File: src/rtl/nlpf_pkg.sv
package nlpf_pkg;

    // section id width, fixed by the report format
    localparam int ID_W = 8;

    // default table size
    localparam int MAX_SECTIONS_DEF = 256;

    // configuration port
    localparam int CFG_ADDR_W = 3;
    localparam int CFG_DATA_W = 8;

    // stream payload widths, padded to whole bytes
    localparam int S_TDATA_W = 16;
    localparam int M_TDATA_W = 24;

    // configuration register indexes
    typedef enum logic [CFG_ADDR_W-1:0] {
        CFG_OWN_ID        = 3'd0,
        CFG_OWN_HEAD_HEAD = 3'd1,
        CFG_OWN_HEAD_TAIL = 3'd2,
        CFG_OWN_TAIL_HEAD = 3'd3,
        CFG_OWN_TAIL_TAIL = 3'd4
    } t_cfg_idx;

    // one table entry as stored in the ram
    typedef struct packed {
        logic tt;
        logic th;
        logic ht;
        logic hh;
        logic valid;
    } t_entry;

    localparam int ENTRY_W = $bits(t_entry);

    // controller states
    typedef enum logic [3:0] {
        ST_CLEAR  = 4'b0001,
        ST_IDLE   = 4'b0010,
        ST_SCAN   = 4'b0100,
        ST_FINISH = 4'b1000
    } t_state;

endpackage

File: src/rtl/nlpf_ram.sv
module nlpf_ram #(
    parameter int WIDTH = nlpf_pkg::ENTRY_W,
    parameter int DEPTH = nlpf_pkg::MAX_SECTIONS_DEF
) (
    input  logic                     i_clk,
    input  logic                     i_we,
    input  logic [$clog2(DEPTH)-1:0] i_waddr,
    input  logic [WIDTH-1:0]         i_wdata,
    input  logic                     i_re,
    input  logic [$clog2(DEPTH)-1:0] i_raddr,
    output logic [WIDTH-1:0]         o_rdata
);

    logic [WIDTH-1:0] r_mem [DEPTH];
    logic [WIDTH-1:0] r_rdata;

    // one write port, one registered read port
    always_ff @(posedge i_clk) begin
        if (i_we) begin
            r_mem[i_waddr] <= i_wdata;
        end
        if (i_re) begin
            r_rdata <= r_mem[i_raddr];
        end
    end

    assign o_rdata = r_rdata;

endmodule

File: src/rtl/nearest_link_partner_finder_unit.sv
// channel    direction  payload
// s_axis     in         tdata: sender_id[7:0] hh[8] ht[9] th[10] tt[11], pad to 16
// m_axis     out        tdata: head_partner[7:0] tail_partner[15:8] changed[16], pad to 24
// cfg        in         write only: own_id, own hh, own ht, own th, own tt
//
// a stored report is written to the ram, then the scan reads every table entry
// (DEPTH = min(MAX_SECTIONS, 256)) in turn, drains the read stage and posts the result
// own-id, zero-id and out-of-range reports are taken but give no result
// after reset a clearing pass walks every ram entry; no report is taken meanwhile
// a result waits in the output register; if it is still held when the next scan
// ends, the block stalls in its finish step until the register frees
module nearest_link_partner_finder_unit #(
    parameter int MAX_SECTIONS = nlpf_pkg::MAX_SECTIONS_DEF
) (
    input  logic                             i_clk,
    input  logic                             i_rst_n,
    // report input
    input  logic                             i_s_axis_tvalid,
    output logic                             o_s_axis_tready,
    // sender_id[7:0], hh[8], ht[9], th[10], tt[11], zero pad
    input  logic [nlpf_pkg::S_TDATA_W-1:0]   i_s_axis_tdata,
    // result output
    output logic                             o_m_axis_tvalid,
    input  logic                             i_m_axis_tready,
    // head_partner[7:0], tail_partner[15:8], partner_changed[16], zero pad
    output logic [nlpf_pkg::M_TDATA_W-1:0]   o_m_axis_tdata,
    // configuration
    input  logic                             i_cfg_we,
    input  logic [nlpf_pkg::CFG_ADDR_W-1:0]  i_cfg_addr,
    input  logic [nlpf_pkg::CFG_DATA_W-1:0]  i_cfg_data
);

    localparam int ID_W  = nlpf_pkg::ID_W;
    localparam int DEPTH = (MAX_SECTIONS < (1 << ID_W)) ? MAX_SECTIONS : (1 << ID_W);
    localparam int AW    = $clog2(DEPTH);
    localparam logic [AW-1:0] LAST_ADDR = AW'(DEPTH - 1);

    // configuration registers
    logic [ID_W-1:0] r_own_id;
    logic            r_own_hh, r_own_ht, r_own_th, r_own_tt;

    // controller
    nlpf_pkg::t_state r_state, n_state;
    logic [AW-1:0]    r_addr, n_addr;
    logic             r_issue_done, n_issue_done;
    logic             r_eval_valid, n_eval_valid;
    logic             r_eval_last, n_eval_last;
    logic [AW-1:0]    r_eval_id, n_eval_id;

    // running best partners
    logic             r_head_found, n_head_found;
    logic [ID_W-1:0]  r_head_dist, n_head_dist;
    logic [ID_W-1:0]  r_head_id, n_head_id;
    logic             r_tail_found, n_tail_found;
    logic [ID_W-1:0]  r_tail_dist, n_tail_dist;
    logic [ID_W-1:0]  r_tail_id, n_tail_id;

    // current partners and output register
    logic [ID_W-1:0]  r_cur_head, n_cur_head;
    logic [ID_W-1:0]  r_cur_tail, n_cur_tail;
    logic             r_out_valid, n_out_valid;
    logic [ID_W-1:0]  r_out_head, n_out_head;
    logic [ID_W-1:0]  r_out_tail, n_out_tail;
    logic             r_out_chg, n_out_chg;

    // input decode
    logic [ID_W-1:0]  w_sid;
    logic             w_s_xfer;
    logic             w_store;
    nlpf_pkg::t_entry w_new_entry;

    // ram ports
    logic             w_ram_we;
    logic [AW-1:0]    w_ram_waddr;
    nlpf_pkg::t_entry w_ram_wdata;
    logic             w_ram_re;
    nlpf_pkg::t_entry w_rd_entry;

    // evaluation of one returned entry
    logic [ID_W-1:0]  w_eval_id;
    logic [ID_W-1:0]  w_dist;
    logic             w_head_take, w_tail_take;
    logic             w_out_free;

    assign w_sid    = i_s_axis_tdata[ID_W-1:0];
    assign w_s_xfer = i_s_axis_tvalid && o_s_axis_tready;
    assign w_store  = w_s_xfer && (w_sid != '0) && (w_sid != r_own_id) &&
                      (32'(w_sid) < 32'(MAX_SECTIONS));

    assign w_new_entry.valid = 1'b1;
    assign w_new_entry.hh    = i_s_axis_tdata[ID_W];
    assign w_new_entry.ht    = i_s_axis_tdata[ID_W+1];
    assign w_new_entry.th    = i_s_axis_tdata[ID_W+2];
    assign w_new_entry.tt    = i_s_axis_tdata[ID_W+3];

    // ram write: clearing pass or a stored report
    always_comb begin
        if (r_state == nlpf_pkg::ST_CLEAR) begin
            w_ram_we    = 1'b1;
            w_ram_waddr = r_addr;
            w_ram_wdata = '0;
        end else begin
            w_ram_we    = w_store;
            w_ram_waddr = w_sid[AW-1:0];
            w_ram_wdata = w_new_entry;
        end
    end

    assign w_ram_re = (r_state == nlpf_pkg::ST_SCAN) && !r_issue_done;

    nlpf_ram #(
        .WIDTH (nlpf_pkg::ENTRY_W),
        .DEPTH (DEPTH)
    ) u_table (
        .i_clk   (i_clk),
        .i_we    (w_ram_we),
        .i_waddr (w_ram_waddr),
        .i_wdata (w_ram_wdata),
        .i_re    (w_ram_re),
        .i_raddr (r_addr),
        .o_rdata (w_rd_entry)
    );

    // distance and candidate check for the entry read last cycle
    assign w_eval_id = ID_W'(r_eval_id);
    assign w_dist    = (r_own_id > w_eval_id) ? (r_own_id - w_eval_id)
                                              : (w_eval_id - r_own_id);

    assign w_head_take = w_rd_entry.valid &&
                         ((r_own_hh && w_rd_entry.hh) || (r_own_ht && w_rd_entry.th)) &&
                         (!r_head_found || (w_dist < r_head_dist));
    assign w_tail_take = w_rd_entry.valid &&
                         ((r_own_th && w_rd_entry.ht) || (r_own_tt && w_rd_entry.tt)) &&
                         (!r_tail_found || (w_dist < r_tail_dist));

    assign w_out_free = !r_out_valid || i_m_axis_tready;

    // next state
    always_comb begin
        n_state      = r_state;
        n_addr       = r_addr;
        n_issue_done = r_issue_done;
        n_eval_valid = 1'b0;
        n_eval_last  = r_eval_last;
        n_eval_id    = r_eval_id;
        n_head_found = r_head_found;
        n_head_dist  = r_head_dist;
        n_head_id    = r_head_id;
        n_tail_found = r_tail_found;
        n_tail_dist  = r_tail_dist;
        n_tail_id    = r_tail_id;
        n_cur_head   = r_cur_head;
        n_cur_tail   = r_cur_tail;
        n_out_valid  = r_out_valid && !i_m_axis_tready;
        n_out_head   = r_out_head;
        n_out_tail   = r_out_tail;
        n_out_chg    = r_out_chg;

        unique case (r_state)
            nlpf_pkg::ST_CLEAR: begin
                n_addr = r_addr + 1'b1;
                if (r_addr == LAST_ADDR) begin
                    n_state = nlpf_pkg::ST_IDLE;
                end
            end
            nlpf_pkg::ST_IDLE: begin
                if (w_store) begin
                    n_state      = nlpf_pkg::ST_SCAN;
                    n_addr       = '0;
                    n_issue_done = 1'b0;
                    n_head_found = 1'b0;
                    n_head_id    = '0;
                    n_tail_found = 1'b0;
                    n_tail_id    = '0;
                end
            end
            nlpf_pkg::ST_SCAN: begin
                // read issue, one entry per cycle in ascending id order
                if (!r_issue_done) begin
                    n_addr       = r_addr + 1'b1;
                    n_issue_done = (r_addr == LAST_ADDR);
                    n_eval_valid = 1'b1;
                    n_eval_id    = r_addr;
                    n_eval_last  = (r_addr == LAST_ADDR);
                end
                // compare stage, strict less keeps the lower id on a tie
                if (r_eval_valid) begin
                    if (w_head_take) begin
                        n_head_found = 1'b1;
                        n_head_dist  = w_dist;
                        n_head_id    = w_eval_id;
                    end
                    if (w_tail_take) begin
                        n_tail_found = 1'b1;
                        n_tail_dist  = w_dist;
                        n_tail_id    = w_eval_id;
                    end
                    if (r_eval_last) begin
                        n_state = nlpf_pkg::ST_FINISH;
                    end
                end
            end
            nlpf_pkg::ST_FINISH: begin
                if (w_out_free) begin
                    n_out_valid = 1'b1;
                    n_out_head  = r_head_id;
                    n_out_tail  = r_tail_id;
                    n_out_chg   = (r_head_id != r_cur_head) || (r_tail_id != r_cur_tail);
                    n_cur_head  = r_head_id;
                    n_cur_tail  = r_tail_id;
                    n_state     = nlpf_pkg::ST_IDLE;
                end
            end
            default: begin
                n_state = nlpf_pkg::ST_IDLE;
            end
        endcase
    end

    // control registers
    always_ff @(posedge i_clk) begin
        if (!i_rst_n) begin
            r_state      <= nlpf_pkg::ST_CLEAR;
            r_addr       <= '0;
            r_issue_done <= 1'b0;
            r_eval_valid <= 1'b0;
            r_eval_last  <= 1'b0;
            r_cur_head   <= '0;
            r_cur_tail   <= '0;
            r_out_valid  <= 1'b0;
        end else begin
            r_state      <= n_state;
            r_addr       <= n_addr;
            r_issue_done <= n_issue_done;
            r_eval_valid <= n_eval_valid;
            r_eval_last  <= n_eval_last;
            r_cur_head   <= n_cur_head;
            r_cur_tail   <= n_cur_tail;
            r_out_valid  <= n_out_valid;
        end
    end

    // payload registers
    always_ff @(posedge i_clk) begin
        r_eval_id    <= n_eval_id;
        r_head_found <= n_head_found;
        r_head_dist  <= n_head_dist;
        r_head_id    <= n_head_id;
        r_tail_found <= n_tail_found;
        r_tail_dist  <= n_tail_dist;
        r_tail_id    <= n_tail_id;
        r_out_head   <= n_out_head;
        r_out_tail   <= n_out_tail;
        r_out_chg    <= n_out_chg;
    end

    // configuration writes, indexes past the list are dropped
    always_ff @(posedge i_clk) begin
        if (!i_rst_n) begin
            r_own_id <= ID_W'(1);
            r_own_hh <= 1'b0;
            r_own_ht <= 1'b0;
            r_own_th <= 1'b0;
            r_own_tt <= 1'b0;
        end else if (i_cfg_we) begin
            unique case (i_cfg_addr)
                nlpf_pkg::CFG_OWN_ID:        r_own_id <= i_cfg_data[ID_W-1:0];
                nlpf_pkg::CFG_OWN_HEAD_HEAD: r_own_hh <= i_cfg_data[0];
                nlpf_pkg::CFG_OWN_HEAD_TAIL: r_own_ht <= i_cfg_data[0];
                nlpf_pkg::CFG_OWN_TAIL_HEAD: r_own_th <= i_cfg_data[0];
                nlpf_pkg::CFG_OWN_TAIL_TAIL: r_own_tt <= i_cfg_data[0];
                default: begin
                end
            endcase
        end
    end

    // ports
    assign o_s_axis_tready = (r_state == nlpf_pkg::ST_IDLE);
    assign o_m_axis_tvalid = r_out_valid;
    assign o_m_axis_tdata  = {{(nlpf_pkg::M_TDATA_W - 2*ID_W - 1){1'b0}},
                              r_out_chg, r_out_tail, r_out_head};

endmodule

File: config.mk
export PLATFORM = sky130hd
export DESIGN_NAME = nearest_link_partner_finder_unit
export DESIGN_NICKNAME = d
export VERILOG_FILES = /design/src/rtl/nlpf_pkg.sv /design/src/rtl/nlpf_ram.sv /design/src/rtl/nearest_link_partner_finder_unit.sv
export SDC_FILE = /design/constraint.sdc
export NUM_CORES = 2
export LEC_CHECK = 0
export ABC_AREA = 1
export ABC_CLOCK_PERIOD_IN_PS = 25000
export BUFFER_PORTS_ARGS = -buffer_cell sky130_fd_sc_hd__buf_2
export CAP_MARGIN = 10
export CORE_AREA = 2 2 332 334
export DETAILED_ROUTE_END_ITERATION = 10
export DIE_AREA = 0 0 334 336
export GPL_TIMING_DRIVEN = 0
export PLACE_DENSITY = 0.68
export SETUP_SLACK_MARGIN = 0.3
export SYNTH_ARGS = -nofsm -noshare
export SYNTH_HDL_FRONTEND = slang
export SYNTH_SLANG_ARGS = --single-unit
File: constraint.sdc
create_clock -name i_clk -period 25 [get_ports i_clk]
set_input_delay 1.25 -clock i_clk [delete_from_list [all_inputs] [get_ports i_clk]]
set_output_delay 1.25 -clock i_clk [all_outputs]
set_load 0.01 [all_outputs]
==> flow_summary.json <==
{
  "p_sw_mw": 1.24,
  "first_pass_iters": 6,
  "seq_area_frac_synth": 0.693,
  "start_util": 0.549,
  "cts.sinks": 1388,
  "yosys.area.top_type": "edfxtp_1",
  "cp.required_ns": 25.38,
  "maxSlewViolCount": 0,
  "ctsHoldBuffers": 0,
  "cts_resized": 0,
  "grt_pass1_wl_mm": 295,
  "cts_setup_buffers": 0,
  "r2r-end": "r_tail_found",
  "grt_overflow": 0,
  "r2r_cells": 20,
  "die-area_sq_um": 112000,
  "period_minus_slack_ns": 4.69,
  "end_kind": "flop",
  "clkTransAtPathRegs_ns": 0.06,
  "crit_buf_inv": 4,
  "synth-compound-area-share": 0.0458,
  "grt_use_total": 0.378,
  "multi_input_comb_area_sq_um": 15100,
  "p_per_area_nw_per_um2": 75.4,
  "drt_iter0_drc": 8142,
  "via_per_inst": 6.11,
  "finalSetupViolCount": 0,
  "synth_xor_xnor_area_share": 0.00412,
  "hold_depth": 0,
  "cap_violations": 0,
  "criticalPathCategory": "reg2reg",
  "syn2layout_area_growth_pct": 12.2,
  "grt_pass1_vias": 41567,
  "core-area_sq_um": 108000,
  "antenna_found_initial": 10,
  "die_h_um": 336,
  "avgSynthCellArea_sq_um": 10.5,
  "power.internal_mw": 3.79,
  "crit_chain": "inv_1 > ha_1 > clkbuf_1 > nand2_1 > nor3_1 > nand4_1 > nand2_1 > inv_1 > nand2_1 > nand2_1 > xnor2_1 > inv_1 > ha_1 > a21oi_1 > o21ai_0 > nand3_1 > a21oi_1 > o21ai_0 > nand2_1 > a21oi_1",
  "p_leak_nw": 26.1,
  "crit_top_cell": "nand2_1",
  "crit_slowest_cell": "a21oi_1",
  "yosysTopAreaCellShare": 0.679,
  "hold_slack_ns": 0.440,
  "drive_gt1_frac": 0.0816,
  "grt_max_degree": 126,
  "p_clk_frac": 0.414,
  "finClkSkew_ns": 0.0344,
  "relSlewSlack": 0.0459,
  "fin_area_sq_um": 66700,
  "r2r-start": "r_own_id[4]",
  "die_w_um": 334,
  "clockRootBuffer": "clkbuf_16",
  "rows": 121,
  "finalNetCount": 5947,
  "grt_setup_unrepaired": "false",
  "cts_buffers": 145,
  "ys_types": 38,
  "final_core_util": 0.616,
  "hold_path_class": "reg2reg",
  "clockBufferDepth": 3,
  "cp_max_fo": 9,
  "rrSetupSlack_ns": 20.31,
  "fin_crit_sh": 0.188,
  "ff_latch_area_sq_um": 41200,
  "syn_inst": 5648,
  "hp-start": "r_addr[4]",
  "timing.fmax_ghz": 0.213,
  "swShare": 0.247,
  "ys_warn_count": 0,
  "synthesis.area_sq_um": 59500,
  "vias": 45303,
  "peakVddDrop_uv": 60.7,
  "wire_per_inst_um": 28.9,
  "cp-startpoint": "r_own_id[4]",
  "yosys.area_share.adder": 0.00698,
  "htreeDepth": 4,
  "seqPwrFrac": 0.501,
  "drt-total-wl_mm": 214,
  "hold_violations": 0,
  "portBuffers": 46,
  "detail_route.drc_violations": 0,
  "slowest_delay_ns": 0.76,
  "ant_nets": 0,
  "place_congestion": 0.988,
  "crit_family": "compound AO/OA/AOI/OAI gates",
  "start_kind": "flop",
  "synthMuxAreaShare": 0,
  "final.fill_count": 8633,
  "worst_slew_pin_slew_ns": 1.43,
  "cts_tree": "done",
  "ys_ff_latch": 1388,
  "pwr-share-comb": 0.085,
  "crit_arrival_ns": 5.07,
  "synth_top_family_by_area": "simple AND/OR/NAND/NOR gates",
  "yosys.area_share.simple": 0.197,
  "fin_tns_setup_ns": 0,
  "worst_hold_path.endpoint": "r_eval_id[4]",
  "hpwlAfterDp_mm": 147,
  "status": "completed",
  "ys_top_cells_by_area": "edfxtp_1 68%, nand2_1 9.4%, nor2_1 5.6%",
  "num_io_pins": 58,
  "place_area_sq_um": 62200,
  "clk_latency_ns": 0.77
}
[cell usage in the layout, fill, tap and decap left out, types with 35 or more instances in the layout]
master / instances
nor2_1: 886
inv_1: 445
nand2_1: 1487
o21ai_0: 333
clkinv_1: 39
clkbuf_1: 136
buf_1: 46
nand3_1: 471
dfxtp_1: 44
edfxtp_1: 1344
clkbuf_16: 149
o211ai_1: 35
buf_2: 193
a21oi_1: 107
[stage by stage]
step / power (mW) / std cells / setup WS [ns]
6_report: 5.03 / 7413 / 20.31
5_1_grt: 5.11 / 7407 / 19.81
4_1_cts: 4.99 / 7403 / 20.29
3_5_place_dp: 2.97 / 7146 / 20.26
3_3_place_gp: 2.96 / 7114 / 7.15
2_1_floorplan: 2.77 / 5654 / 16.48
[flip-flops by register name, indices dropped and copies added, names as in the netlist, 4 cells and up]
register         cells
u_table.r_mem     1280
r_addr               8
r_cur_head           8
r_cur_tail           8
r_eval_id            8
r_head_dist          8
r_head_id            8
r_out_head           8
r_out_tail           8
r_own_id             8
r_tail_dist          8
r_tail_id            8
u_table.o_rdata      5
r_state              4
[cells in the mapped netlist (all sizes together)]
cell	number
a21o	2
a21oi	107
a31oi	5
buf	206
clkbuf	108
clkinv	2
conb	1
dfxtp	44
edfxtp	1344
fa	2
ha	30
inv	459
nand2	1488
nand3	474
nand4	18
nor2	896
nor2b	1
nor3	12
nor4	6
o211ai	35
o21ai	358
o221ai	4
o22ai	4
or2	14
xnor2	3
xor2	25
[metal layers]
metal / GRT usage / vias to the layer above / wire [um]
met5: 0 / - / 172
met4: 0.227 / 12 / 14900
met3: 0.130 / 659 / 32700
met2: 0.548 / 3673 / 89700
met1: 0.493 / 21596 / 76500
li1: - / 19363 / -
[power by group through the flow]
stage	Combinational [mW]	Clock (mW)	Sequential, mW
6_report	0.429	2.08	2.52
5_1_grt	0.437	2.16	2.52
4_1_cts	0.402	2.07	2.52
3_5_place_dp	0.400	0	2.57
3_3_place_gp	0.396	0	2.57
2_1_floorplan	0.207	0	2.57
[worst reg2reg max path: cells and delay by family, from the launching register on]
family | cells | cell delay (ns)
AOI/OAI and AO/OA | 5 | 1.38
and+or+nand+nor | 8 | 1.16
buffers and inverters | 4 | 0.67
adders and majority gates | 2 | 0.59
DFF | 1 | 0.38
xor gates and xnor gates | 1 | 0.15
[logic make-up after synthesis]
logic type | Yosys count
flip-flops | 1388
AND/OR/NAND/NOR | 2909
buffers and inverters | 775
adder cells (fa/ha/maj) | 32
other | 1
XOR/XNOR | 28
AO/OA/AOI/OAI | 515
[worst max-delay path by stage]
stage / endpoint / cells after the start / slack (ns)
3_5_place_dp: u_table.r_mem[73][3] / 13 / 20.26
5_1_grt: r_tail_id[1] / 20 / 19.81
4_1_cts: r_tail_found / 20 / 20.29
2_1_floorplan: u_table.r_mem[0][1] / 2 / 16.48
3_3_place_gp: u_table.r_mem[204][1] / 3 / 7.15
6_report: r_tail_found / 20 / 20.31
[final cells by class]
type	count	area share
Antenna cell	6	0.000225
Buffer	314	0.0214
Clock buffer	179	0.0576
Clock inverter	78	0.00917
Inverter	461	0.0259
Multi-Input combinational cell	3491	0.227
Sequential cell	1388	0.618
Tap cell	1414	0.0265
Timing Repair Buffer	82	0.0145
No activity file was read; power rests on OpenSTA's default activity.
